[config.mk]
export PLATFORM = sky130hd
export DESIGN_NAME = console_line_editor_core_flat
export DESIGN_NICKNAME = d
export VERILOG_FILES = /design/src/rtl/core/cle_pkg.sv /design/src/rtl/core/cle_req_if.sv /design/src/rtl/core/cle_rsp_if.sv /design/src/rtl/core/cle_ctrl.sv /design/src/rtl/core/cle_datapath.sv /design/src/rtl/core/console_line_editor_core.sv /design/src/flat_wrapper.sv
export SDC_FILE = /design/constraint.sdc
export NUM_CORES = 2
export LEC_CHECK = 0
export BUFFER_PORTS_ARGS = -buffer_cell sky130_fd_sc_hd__buf_2
export CAP_MARGIN = 15
export CORE_AREA = 2 2 302 528
export DETAILED_ROUTE_END_ITERATION = 16
export DIE_AREA = 0 0 304 530
export GPL_ROUTABILITY_DRIVEN = 1
export PLACE_DENSITY_LB_ADDON = 0.25
export SYNTH_ARGS = -nofsm -noshare
export SYNTH_HDL_FRONTEND = slang
export SYNTH_HIERARCHICAL = 1
export SYNTH_SLANG_ARGS = --single-unit
[constraint.sdc]
create_clock -name clock -period 17.84 [get_ports clock]
set_input_delay 4.46 -clock clock [delete_from_list [all_inputs] [get_ports clock]]
set_output_delay 4.46 -clock clock [all_outputs]
set_load 0.05 [all_outputs]
[src/rtl/core/cle_pkg.sv]
`timescale 1ns / 1ps
// Shared types, constants and ring helpers for the console line editor.
// No dependencies; cle_ctrl, cle_datapath and the core top refer to this package.
package cle_pkg;

   localparam int BUF_DEPTH = 128;
   localparam int PTR_W     = $clog2(BUF_DEPTH);

   typedef logic [PTR_W-1:0] ptr_type;

   localparam ptr_type PTR_LAST = ptr_type'(BUF_DEPTH - 1);

   localparam logic [7:0] NOTHING_RX       = 8'hFF;
   localparam logic [7:0] CHR_CR           = 8'h0D;
   localparam logic [7:0] CHR_LF           = 8'h0A;
   localparam logic [7:0] CTRL_D           = 8'h04;
   localparam logic [7:0] CTRL_U           = 8'h15;
   localparam logic [7:0] CTRL_C           = 8'h03;
   localparam logic [7:0] ERASE_CODE_RESET = 8'd127;

   localparam logic [6:0] ERASE_MAX = 7'd127;

   localparam logic [1:0] ECHO_NONE  = 2'd0;
   localparam logic [1:0] ECHO_BYTE  = 2'd1;
   localparam logic [1:0] ECHO_CARET = 2'd2;

   // controller -> datapath
   typedef struct packed {
      logic capture;
      logic exec;
      logic kill_step;
      logic emit;
   } cmd_type;

   // datapath -> controller
   typedef struct packed {
      logic is_kill;
      logic is_read;
      logic ring_empty;
      logic edit_at_commit;
      logic kill_lf;
      logic kill_last;
      logic out_free;
   } status_type;

   typedef struct packed {
      logic [1:0] echo_kind;
      logic [7:0] echo_byte;
      logic [6:0] erase_count;
      logic       stop_request;
      logic       line_ready;
      logic       read_valid;
      logic [7:0] read_byte;
      logic       read_line_end;
      logic       read_eof;
      logic       read_empty;
   } rsp_type;

   function automatic ptr_type ring_next(input ptr_type p);
      return (p == PTR_LAST) ? '0 : p + ptr_type'(1);
   endfunction

   function automatic ptr_type ring_prev(input ptr_type p);
      return (p == '0) ? PTR_LAST : p - ptr_type'(1);
   endfunction

endpackage

[src/rtl/core/cle_req_if.sv]
`timescale 1ns / 1ps
// Request channel: one beat is a received byte or a read of one byte.
// Stand-alone; no package needed.
interface cle_req_if;
   logic       valid;
   logic       ready;
   logic       mode;
   logic [7:0] rx_byte;
   logic       read_started;

   modport source (output valid, output mode, output rx_byte, output read_started,
                   input ready);
   modport sink   (input valid, input mode, input rx_byte, input read_started,
                   output ready);
endinterface

[src/rtl/core/cle_rsp_if.sv]
`timescale 1ns / 1ps
// Response channel: one result beat per request beat.
// Stand-alone; no package needed.
interface cle_rsp_if;
   logic       valid;
   logic       ready;
   logic [1:0] echo_kind;
   logic [7:0] echo_byte;
   logic [6:0] erase_count;
   logic       stop_request;
   logic       line_ready;
   logic       read_valid;
   logic [7:0] read_byte;
   logic       read_line_end;
   logic       read_eof;
   logic       read_empty;

   modport source (output valid, output echo_kind, output echo_byte, output erase_count,
                   output stop_request, output line_ready, output read_valid,
                   output read_byte, output read_line_end, output read_eof,
                   output read_empty, input ready);
   modport sink   (input valid, input echo_kind, input echo_byte, input erase_count,
                   input stop_request, input line_ready, input read_valid,
                   input read_byte, input read_line_end, input read_eof,
                   input read_empty, output ready);
endinterface

[src/rtl/core/cle_ctrl.sv]
`timescale 1ns / 1ps
// Sequencer for the line editor: accept, decode, kill walk, read, emit.
// Depends on cle_pkg (cmd_type, status_type).
module cle_ctrl (
   input  logic               clock,
   input  logic               reset,
   input  logic               req_valid,
   output logic               req_ready,
   input  cle_pkg::status_type status,
   output cle_pkg::cmd_type    cmd
);

   typedef enum logic [2:0] {
      S_IDLE,
      S_DECODE,
      S_KILL,
      S_RDATA,
      S_EMIT
   } state_type;

   state_type state_ff, state_in;

   assign req_ready = (state_ff == S_IDLE);

   always_comb begin
      state_in = state_ff;
      cmd      = '0;
      unique case (state_ff)
         S_IDLE: begin
            if (req_valid) begin
               cmd.capture = 1'b1;
               state_in    = S_DECODE;
            end
         end
         S_DECODE: begin
            if (status.is_kill && !status.edit_at_commit) begin
               state_in = S_KILL;
            end else if (status.is_read && !status.ring_empty) begin
               state_in = S_RDATA;   // slot data lands next cycle
            end else begin
               cmd.exec = 1'b1;
               state_in = S_EMIT;
            end
         end
         S_KILL: begin
            if (status.kill_lf) begin
               cmd.exec = 1'b1;
               state_in = S_EMIT;
            end else begin
               cmd.kill_step = 1'b1;
               if (status.kill_last) begin
                  cmd.exec = 1'b1;
                  state_in = S_EMIT;
               end
            end
         end
         S_RDATA: begin
            cmd.exec = 1'b1;
            state_in = S_EMIT;
         end
         S_EMIT: begin
            if (status.out_free) begin
               cmd.emit = 1'b1;
               state_in = S_IDLE;
            end
         end
         default: begin
            state_in = S_IDLE;
         end
      endcase
   end

   always_ff @(posedge clock) begin
      if (reset) begin
         state_ff <= S_IDLE;
      end else begin
         state_ff <= state_in;
      end
   end

`ifndef SYNTH
   a_cmd_phases: assert property (@(posedge clock) disable iff (reset)
      $onehot0({cmd.capture, cmd.exec, cmd.emit}))
      else $error("capture, exec and emit overlap");

   a_kill_class: assert property (@(posedge clock) disable iff (reset)
      (state_ff == S_KILL) |-> status.is_kill)
      else $error("kill walk on a beat that is not a line kill");
`endif

endmodule

[src/rtl/core/cle_datapath.sv]
`timescale 1ns / 1ps
// Line editor datapath: ring store, positions, erase code, result and output registers.
// Depends on cle_pkg (types, constants, ring helpers).
module cle_datapath (
   input  logic                clock,
   input  logic                reset,
   input  logic                csr_wr_en,
   input  logic [7:0]          csr_wr_data,
   input  logic                req_mode,
   input  logic [7:0]          req_rx_byte,
   input  logic                req_read_started,
   input  cle_pkg::cmd_type    cmd,
   output cle_pkg::status_type status,
   output logic                rsp_valid,
   input  logic                rsp_ready,
   output cle_pkg::rsp_type    rsp_data
);

   logic [7:0] line_store_mem [cle_pkg::BUF_DEPTH];

   logic             mode_ff;
   logic [7:0]       rx_ff;
   logic             started_ff;
   logic [7:0]       erase_code_ff;
   cle_pkg::ptr_type read_ff, read_in;
   cle_pkg::ptr_type commit_ff, commit_in;
   cle_pkg::ptr_type edit_ff, edit_in;
   logic [6:0]       n_ff, n_in;
   logic [7:0]       rd_data_ff;
   cle_pkg::rsp_type res_ff, res_in;
   cle_pkg::rsp_type out_ff;
   logic             out_valid_ff, out_valid_in;

   logic [7:0]       c_map;
   logic             is_rx, is_erase, is_kill, is_intr, is_store;
   cle_pkg::ptr_type edit_nx, edit_pv, read_nx, rd_addr;
   logic             ring_empty, edit_at_commit, ring_full, mem_we;

   // beat decode, CR folded to LF first
   assign c_map    = (rx_ff == cle_pkg::CHR_CR) ? cle_pkg::CHR_LF : rx_ff;
   assign is_rx    = !mode_ff && (rx_ff != cle_pkg::NOTHING_RX);
   assign is_erase = is_rx && (c_map == erase_code_ff);
   assign is_kill  = is_rx && !is_erase && (c_map == cle_pkg::CTRL_U);
   assign is_intr  = is_rx && !is_erase && !is_kill && (c_map == cle_pkg::CTRL_C);
   assign is_store = is_rx && !is_erase && !is_kill && !is_intr;

   assign edit_nx        = cle_pkg::ring_next(edit_ff);
   assign edit_pv        = cle_pkg::ring_prev(edit_ff);
   assign read_nx        = cle_pkg::ring_next(read_ff);
   assign ring_empty     = (read_ff == commit_ff);
   assign edit_at_commit = (edit_ff == commit_ff);
   assign ring_full      = (edit_nx == read_ff);

   assign status.is_kill        = is_kill;
   assign status.is_read        = mode_ff;
   assign status.ring_empty     = ring_empty;
   assign status.edit_at_commit = edit_at_commit;
   assign status.kill_lf        = (rd_data_ff == cle_pkg::CHR_LF);
   assign status.kill_last      = (edit_pv == commit_ff);
   assign status.out_free       = !out_valid_ff || rsp_ready;

   always_comb begin
      edit_in   = edit_ff;
      commit_in = commit_ff;
      read_in   = read_ff;
      n_in      = n_ff;
      res_in    = res_ff;
      mem_we    = 1'b0;
      if (cmd.capture) begin
         n_in = '0;
      end
      if (cmd.kill_step) begin
         edit_in = edit_pv;
         n_in    = (n_ff == cle_pkg::ERASE_MAX) ? n_ff : n_ff + 7'd1;
      end
      if (cmd.exec) begin
         res_in = '0;
         if (is_erase) begin
            if (!edit_at_commit) begin
               edit_in            = edit_pv;
               res_in.erase_count = 7'd1;
            end
         end else if (is_kill) begin
            res_in.erase_count = n_in;
         end else if (is_intr) begin
            res_in.echo_kind    = cle_pkg::ECHO_CARET;
            res_in.stop_request = 1'b1;
         end else if (is_store) begin
            if (!ring_full) begin
               mem_we           = 1'b1;
               edit_in          = edit_nx;
               res_in.echo_kind = cle_pkg::ECHO_BYTE;
               res_in.echo_byte = c_map;
               if (c_map == cle_pkg::CTRL_D || c_map == cle_pkg::CHR_LF ||
                   cle_pkg::ring_next(edit_nx) == read_ff) begin
                  commit_in         = edit_nx;
                  res_in.line_ready = 1'b1;
               end
            end
         end else if (mode_ff) begin
            if (ring_empty) begin
               res_in.read_empty = 1'b1;
            end else if (rd_data_ff == cle_pkg::CTRL_D) begin
               res_in.read_eof = 1'b1;
               if (!started_ff) begin
                  read_in = read_nx;
               end
            end else begin
               read_in              = read_nx;
               res_in.read_valid    = 1'b1;
               res_in.read_byte     = rd_data_ff;
               res_in.read_line_end = (rd_data_ff == cle_pkg::CHR_LF);
            end
         end
      end
   end

   // kill walks the edit position; everything else reads the slot after read_pos
   assign rd_addr = is_kill ? edit_in : read_nx;

   assign out_valid_in = cmd.emit ? 1'b1 : (rsp_ready ? 1'b0 : out_valid_ff);

   always_ff @(posedge clock) begin
      if (mem_we) begin
         line_store_mem[edit_nx] <= c_map;
      end
      rd_data_ff <= line_store_mem[rd_addr];
   end

   always_ff @(posedge clock) begin
      if (cmd.capture) begin
         mode_ff    <= req_mode;
         rx_ff      <= req_rx_byte;
         started_ff <= req_read_started;
      end
      if (cmd.emit) begin
         out_ff <= res_ff;
      end
      res_ff <= res_in;
      n_ff   <= n_in;
   end

   always_ff @(posedge clock) begin
      if (reset) begin
         erase_code_ff <= cle_pkg::ERASE_CODE_RESET;
         read_ff       <= '0;
         commit_ff     <= '0;
         edit_ff       <= '0;
         out_valid_ff  <= 1'b0;
      end else begin
         if (csr_wr_en) begin
            erase_code_ff <= csr_wr_data;
         end
         read_ff      <= read_in;
         commit_ff    <= commit_in;
         edit_ff      <= edit_in;
         out_valid_ff <= out_valid_in;
      end
   end

   assign rsp_valid = out_valid_ff;
   assign rsp_data  = out_ff;

`ifndef SYNTH
   a_kill_bound: assert property (@(posedge clock) disable iff (reset)
      cmd.kill_step |-> (edit_ff != commit_ff))
      else $error("kill step past the commit point");

   a_commit_src: assert property (@(posedge clock) disable iff (reset)
      (!$past(reset) && !$stable(commit_ff)) |-> $past(cmd.exec && is_store))
      else $error("commit point moved outside a store");
`endif

endmodule

[src/rtl/core/console_line_editor_core.sv]
`timescale 1ns / 1ps
// Console line editor top: canonical line editing over a BUF_DEPTH-byte ring.
// Flow: each request beat is captured, decoded and executed into the result register, then
// emitted to the output register; byte reads pass a slot read state first, and a line kill
// walks back one store read per byte, stopping at a newline. A beat is taken only once the last is emitted.
// Reset: positions to zero, erase code to 127; the line store is not cleared (no sweep).
// Depends on cle_pkg, cle_req_if, cle_rsp_if, cle_ctrl, cle_datapath.
module console_line_editor_core (
   input  logic       clock,
   input  logic       reset,
   input  logic       csr_wr_en,
   input  logic [7:0] csr_wr_data,
   cle_req_if.sink    req_ch,
   cle_rsp_if.source  rsp_ch
);

   // Controller and datapath talk only through these two bundles.
   cle_pkg::cmd_type    cmd;
   cle_pkg::status_type status;
   cle_pkg::rsp_type    rsp_data;
   logic                rsp_valid;
   logic                req_ready;

   // Sequencer: takes a request beat only when idle. A finished result
   // sits in the output register, so the next beat can be taken while the
   // sink stalls; only the emit step waits for the output slot.
   cle_ctrl u_ctrl (
      .clock     (clock),
      .reset     (reset),
      .req_valid (req_ch.valid),
      .req_ready (req_ready),
      .status    (status),
      .cmd       (cmd)
   );

   // Datapath: ring store (single write, registered read), read/commit/edit
   // positions, erase code register, result staging and output register.
   cle_datapath u_dp (
      .clock            (clock),
      .reset            (reset),
      .csr_wr_en        (csr_wr_en),
      .csr_wr_data      (csr_wr_data),
      .req_mode         (req_ch.mode),
      .req_rx_byte      (req_ch.rx_byte),
      .req_read_started (req_ch.read_started),
      .cmd              (cmd),
      .status           (status),
      .rsp_valid        (rsp_valid),
      .rsp_ready        (rsp_ch.ready),
      .rsp_data         (rsp_data)
   );

   assign req_ch.ready = req_ready;

   // Output beat: fields straight from the output register.
   assign rsp_ch.valid         = rsp_valid;
   assign rsp_ch.echo_kind     = rsp_data.echo_kind;
   assign rsp_ch.echo_byte     = rsp_data.echo_byte;
   assign rsp_ch.erase_count   = rsp_data.erase_count;
   assign rsp_ch.stop_request  = rsp_data.stop_request;
   assign rsp_ch.line_ready    = rsp_data.line_ready;
   assign rsp_ch.read_valid    = rsp_data.read_valid;
   assign rsp_ch.read_byte     = rsp_data.read_byte;
   assign rsp_ch.read_line_end = rsp_data.read_line_end;
   assign rsp_ch.read_eof      = rsp_data.read_eof;
   assign rsp_ch.read_empty    = rsp_data.read_empty;

endmodule
[src/flat_wrapper.sv]
// flat-port wrapper written by rule: the top's interface ports become plain ports
module console_line_editor_core_flat 
  (clock, reset, csr_wr_en, csr_wr_data, req_ch_valid, req_ch_mode, req_ch_rx_byte, req_ch_read_started, req_ch_ready, rsp_ch_valid, rsp_ch_echo_kind, rsp_ch_echo_byte, rsp_ch_erase_count, rsp_ch_stop_request, rsp_ch_line_ready, rsp_ch_read_valid, rsp_ch_read_byte, rsp_ch_read_line_end, rsp_ch_read_eof, rsp_ch_read_empty, rsp_ch_ready);
  cle_req_if req_ch_i ();
  cle_rsp_if rsp_ch_i ();
  input  logic clock;
  input  logic reset;
  input  logic csr_wr_en;
  input  logic [7:0] csr_wr_data;
  input wire logic [$bits(req_ch_i.valid)-1:0] req_ch_valid;
  input wire logic [$bits(req_ch_i.mode)-1:0] req_ch_mode;
  input wire logic [$bits(req_ch_i.rx_byte)-1:0] req_ch_rx_byte;
  input wire logic [$bits(req_ch_i.read_started)-1:0] req_ch_read_started;
  output wire logic [$bits(req_ch_i.ready)-1:0] req_ch_ready;
  output wire logic [$bits(rsp_ch_i.valid)-1:0] rsp_ch_valid;
  output wire logic [$bits(rsp_ch_i.echo_kind)-1:0] rsp_ch_echo_kind;
  output wire logic [$bits(rsp_ch_i.echo_byte)-1:0] rsp_ch_echo_byte;
  output wire logic [$bits(rsp_ch_i.erase_count)-1:0] rsp_ch_erase_count;
  output wire logic [$bits(rsp_ch_i.stop_request)-1:0] rsp_ch_stop_request;
  output wire logic [$bits(rsp_ch_i.line_ready)-1:0] rsp_ch_line_ready;
  output wire logic [$bits(rsp_ch_i.read_valid)-1:0] rsp_ch_read_valid;
  output wire logic [$bits(rsp_ch_i.read_byte)-1:0] rsp_ch_read_byte;
  output wire logic [$bits(rsp_ch_i.read_line_end)-1:0] rsp_ch_read_line_end;
  output wire logic [$bits(rsp_ch_i.read_eof)-1:0] rsp_ch_read_eof;
  output wire logic [$bits(rsp_ch_i.read_empty)-1:0] rsp_ch_read_empty;
  input wire logic [$bits(rsp_ch_i.ready)-1:0] rsp_ch_ready;
  assign req_ch_i.valid = req_ch_valid;
  assign req_ch_i.mode = req_ch_mode;
  assign req_ch_i.rx_byte = req_ch_rx_byte;
  assign req_ch_i.read_started = req_ch_read_started;
  assign req_ch_ready = req_ch_i.ready;
  assign rsp_ch_valid = rsp_ch_i.valid;
  assign rsp_ch_echo_kind = rsp_ch_i.echo_kind;
  assign rsp_ch_echo_byte = rsp_ch_i.echo_byte;
  assign rsp_ch_erase_count = rsp_ch_i.erase_count;
  assign rsp_ch_stop_request = rsp_ch_i.stop_request;
  assign rsp_ch_line_ready = rsp_ch_i.line_ready;
  assign rsp_ch_read_valid = rsp_ch_i.read_valid;
  assign rsp_ch_read_byte = rsp_ch_i.read_byte;
  assign rsp_ch_read_line_end = rsp_ch_i.read_line_end;
  assign rsp_ch_read_eof = rsp_ch_i.read_eof;
  assign rsp_ch_read_empty = rsp_ch_i.read_empty;
  assign rsp_ch_i.ready = rsp_ch_ready;
  console_line_editor_core u_core (.clock(clock), .reset(reset), .csr_wr_en(csr_wr_en), .csr_wr_data(csr_wr_data), .req_ch(req_ch_i), .rsp_ch(rsp_ch_i));
endmodule
Word-level counts from Yosys, hierarchy flattened. Memory sizes are Yosys's and may differ from the RTL's. A register that Yosys moved wholly into a read port is not among the register bits. Cells that the tools add are included.

Bits in registers: 112. RAM bits: 1024. Output and inout port bits: 33. Memories: 1.

$add $sub $neg: 5. Equality and inequality tests: 26. Multiplexer cells: 58. Bitwise logic cells: 7. Reduce and logical (&&, ||, !) cells: 31.

Memories: u_core.u_dp.line_store_mem (depth 128, width 8, read ports 1, clocked after memory_dff 1, write ports 1, RTL line cle_datapath.sv:19) `logic [7:0] line_store_mem [cle_pkg::BUF_DEPTH];`.

Operators with widths (number): 7-bit 2-to-1 mux (20); 7-bit == test (5); 7-bit by 1-bit adder with 7-bit output (second input constant) (4); 7-bit == test (second input constant) (4); 1-bit 2-to-1 mux (25); 8-bit by 4-bit == test with 1-bit output (second input constant) (3); 3-bit 2-to-1 mux (6); 9-bit 2-to-1 mux (2); 8-bit by 3-bit == test with 1-bit output (second input constant) (2); 3-bit one-hot mux with 5 select lines (1); 10-bit 2-to-1 mux (1); 5-bit OR reduction (2); 1-bit logical AND (9); 8-bit by 2-bit == test with 1-bit output (second input constant) (1); 8-bit by 5-bit == test with 1-bit output (second input constant) (1); 8-bit == test (1); 8-bit 2-to-1 mux (1); 8-bit != test (second input constant) (1); 8-bit AND reduction (1); 1-bit logical NOT (7); 7-bit logical NOT (1); 1-bit inverter (7); 7-bit AND reduction (1); 7-bit OR reduction (1); other kinds (16) (20).

Longest topological paths before layout.
Depth in word-level cells: 19. Mapped depth: 25. Depth with buffers taken out: 21.

Cells and area by module. Netlist, hierarchy kept.

By module, submodules not included: cle_datapath (instances 1, cells an instance 3681, area each 46669.8 µm², sequential area each 33752.4 µm²); cle_ctrl (instances 1, cells an instance 27, area each 197.7 µm², sequential area each 60.1 µm²).

Worst setup path before layout. No wires, ideal clock.

Kind: flip-flop to output port. Start point: register u_core.u_ctrl.state_ff[2]. End point: output port req_ch_ready. Data arrival time: 1520 ps. Required time: 13380 ps. Path slack: 11860 ps. Cell stages (with the launch flop): 3. Path buffers: 1. Cells stage by stage: dfxtp_1 clkbuf_1 nor3_1.

Cells in the longest elaborated chain, start to end: 1.

RTL lines: start: declaration (RTL line cle_ctrl.sv:21) `state_type state_ff, state_in;`; start signal: assignment (RTL line cle_ctrl.sv:77) `state_ff <= state_in;`; 3-bit logical NOT (RTL line cle_ctrl.sv:23) `assign req_ready = (state_ff == S_IDLE);`; end: declaration (RTL line flat_wrapper.sv:14) `output wire logic [$bits(req_ch_i.ready)-1:0] req_ch_ready;`.

No other way between the ends.

==> impl_metrics.tcl <==
set metrics [dict create \
    status "finished clean" \
    synth_top_area_share_pct 70.1 \
    root_buffer "clkbuf_16" \
    stdcell_area_mm2 0.0522 \
    yosysSeqAreaShare_pct 72.1 \
    p_total_mw 5.26 \
    slowest_stage "and2_2" \
    maxCapViolations 0 \
    ios 56 \
    ys_types 83 \
    finalWirelength_mm 141 \
    yosys_most_used_dff "edfxtp_1" \
    drive_above_1_share_pct 7.91 \
    postSynth.asyncResetShare_pct 0 \
    htree_levels 3 \
    grt_overflow_total 0 \
    hp-class "reg2reg" \
    drtAntennaViolNets 0 \
    path_max_fanout 88 \
    grt_pass1_wl_mm 204 \
    whs_ns 0.415 \
    worst_path_most_repeated_cell "buf_4" \
    grt_max_degree 145 \
    cts_num_sinks 1142 \
    path_class "reg2reg" \
    clk_pin_slew_ns 0.07 \
    final_nets 3710 \
    p_leak_nw 17.0 \
    start_util_pct 29.8 \
    cts-resized-gates 0 \
    irDropWorstVdd_mv 0.0766 \
    netlist_top_cells_area "edfxtp_1 (70%), nand2_1 (7.3%), nor2_1 (2.5%)" \
    power_density_mw_per_mm2 101 \
    crit_path_start_kind "flip-flop" \
    slowest_delay_ns 0.82 \
    crit_chain "buf_4, buf_4, or4_4, nor3_4, a211oi_1, o21ai_4, inv_2, nand2b_1, a32oi_1, nor2_4, buf_4, inv_1, o31ai_1, and2_2, buf_4, a2111oi_0, o41ai_1, nand2_1, a211o_1" \
    fin_crit_ns 7.35 \
    synth-seq-cells 1142 \
    critical_path.top_delay_family "buffers and inverters" \
    gp_congestion 0.862 \
    synth_area_leader_cell "edfxtp_1" \
    syn_nets 3737 \
    finalSetupViolations 0 \
    synth_most_common_cell "edfxtp_1" \
    syn_avg_cell_area_um2 12.6 \
    core_mm2 0.157 \
    via_per_inst 5.08 \
    std_cell_rows 193 \
    fin_skew_ns 0.0184 \
    placed_cell_area_mm2 0.0492 \
    cts_hold_buf 0 \
    routedWlPerCell_um 24.4 \
    synthTopCellsByCount "edfxtp_1 (1,094), nand2_1 (914), nor2_1 (312)" \
    cts_setup_buffers 0 \
    drc 0 \
    slew_viol_final 0 \
    fin_setup_tns_ns 0 \
    grt_pass1_vias 29208 \
    vias 29478 \
    hold_viol_final 0 \
    grt_usage_pct 17.2 \
    maxSlewHeadroom_pct 16.4 \
    antenna_found_initial 1 \
    yosysWarnings 6 \
    synth_edf_count 1094 \
    drt_iter0_markers 2172 \
    clk_latency_ns 0.70 \
    dieArea_mm2 0.161 \
    syn-instance-count 3708 \
    worst_ep_required_time_ns 18.43 \
    synthesis.area_mm2 0.0469 \
    crit_buf_inv 6 \
    chipHeight_um 530 \
    cts_tree "built" \
    endpoint_kind "flip-flop" \
    dp_hpwl_mm 86.6 \
    rsz0062_at_grt "false" \
    syn2layout_area_growth_pct 11.4 \
    numPortBuffers 55 \
    worstMarginPinSlew_ns 1.25 \
    clock_path_buffers 3 \
    numCtsBuffers 98 \
    drt_first_pass_iters 5 \
    fmax_mhz 136 \
    critPathArrivalTime_ns 7.95 \
    period_share_pct 41.2 \
    fp.dieW_um 304 \
]
==> cells by family after synthesis <==
kind of cell / after synthesis / share of synthesized area, %
and+or+nand+nor: 1671 / 15.2
DFF: 1142 / 72.1
AOI/OAI and AO/OA: 514 / 7.41
buffers and inverters: 255 / 2.57
muxes: 68 / 1.51
xor gates and xnor gates: 52 / 1.00
adders and majority gates: 6 / 0.160
==> path summary, 6_finish.rpt <==
kind / cells after the start / slack (ns) / start / end
max reg2reg: 19 / 10.49 / u_core/u_dp/rx_ff[6]$_DFFE_PP_ / u_core/u_dp/rd_data_ff[6]$_DFF_P_
min reg2reg: 0 / 0.42 / u_core/u_dp/res_ff[27]$_SDFFCE_PP0P_ / u_core/u_dp/rsp_data[27]$_DFFE_PP_
max: 19 / 10.49 / u_core/u_dp/rx_ff[6]$_DFFE_PP_ / u_core/u_dp/rd_data_ff[6]$_DFF_P_
min: 0 / 0.42 / u_core/u_dp/res_ff[27]$_SDFFCE_PP0P_ / u_core/u_dp/rsp_data[27]$_DFFE_PP_
==> area by class of cell <==
type                            count  area (um^2)
Multi-Input combinational cell   2311        12000
Fill cell                       15407       105000
Tap cell                         2047         2560
Clock inverter                     50          422
Sequential cell                  1142        33800
Antenna cell                        2         5.00
Clock buffer                      125         2630
Inverter                           16         60.1
Timing Repair Buffer              112          753
==> registers in the layout, indices dropped and copies added (netlist names), 3 cells and up <==
signal / flops
u_core/u_dp/erase_code_ff: 8
u_core/u_ctrl/state_ff: 3
u_core/u_dp/rx_ff: 8
u_core/u_dp/edit_ff: 7
u_core/u_dp/line_store_mem: 1024
u_core/u_dp/rsp_data: 30
u_core/u_dp/res_ff: 30
u_core/u_dp/commit_ff: 7
u_core/u_dp/rd_data_ff: 8
u_core/u_dp/n_ff: 7
u_core/u_dp/read_ff: 7
==> layer usage <==
layer	vias to the layer above	GRT usage [%]	part of all wire [%]
li1	13504	-	-
met1	14959	18.5	37
met2	808	33.2	55
met3	207	1.84	3.9
met4	0	8.27	4.9
met5	-	0	0
==> metrics by stage <==
stage / std cells / utilization [%] / setup WS [ns]
after floorplan: 3708 / - / 11.86
after global placement: 5628 / 31.3 / 10.56
after detailed placement: 5628 / 31.3 / 10.50
after CTS: 5803 / 33.2 / 10.47
after global routing: 5804 / 33.2 / 10.05
final: 5805 / 33.2 / 10.49
==> worst register-to-register path, stage by stage, from the launching register on <==
cell	delay, ns
edfxtp_1	0.37
buf_4	0.30
buf_4	0.49
or4_4	0.67
nor3_4	0.37
a211oi_1	0.22
o21ai_4	0.41
inv_2	0.33
nand2b_1	0.23
a32oi_1	0.19
nor2_4	0.11
buf_4	0.52
inv_1	0.19
o31ai_1	0.41
and2_2	0.82
buf_4	0.58
a2111oi_0	0.24
o41ai_1	0.38
nand2_1	0.14
a211o_1	0.28
==> where the power goes <==
| group | total (mW) | leakage [nW] | switching, mW | internal [mW] |
|---|---|---|---|---|
| sequential | 2.97 | 10.2 | 0.0119 | 2.96 |
| combinational | 0.192 | 5.28 | 0.152 | 0.0397 |
| clock | 2.10 | 1.48 | 0.979 | 1.12 |
==> cells in the final DEF, fill, tap and decap left out, drive strengths merged, types with 36 or more instances in the layout <==
cell type  count
a31oi        147
a21oi        108
and3          72
mux2i         62
o21ai         66
nand2        914
nor2         316
edfxtp      1094
clkbuf       125
nand3        223
nand4         37
buf          112
dfxtp         48
and2          36
Power figures use the tool's default switching activity.
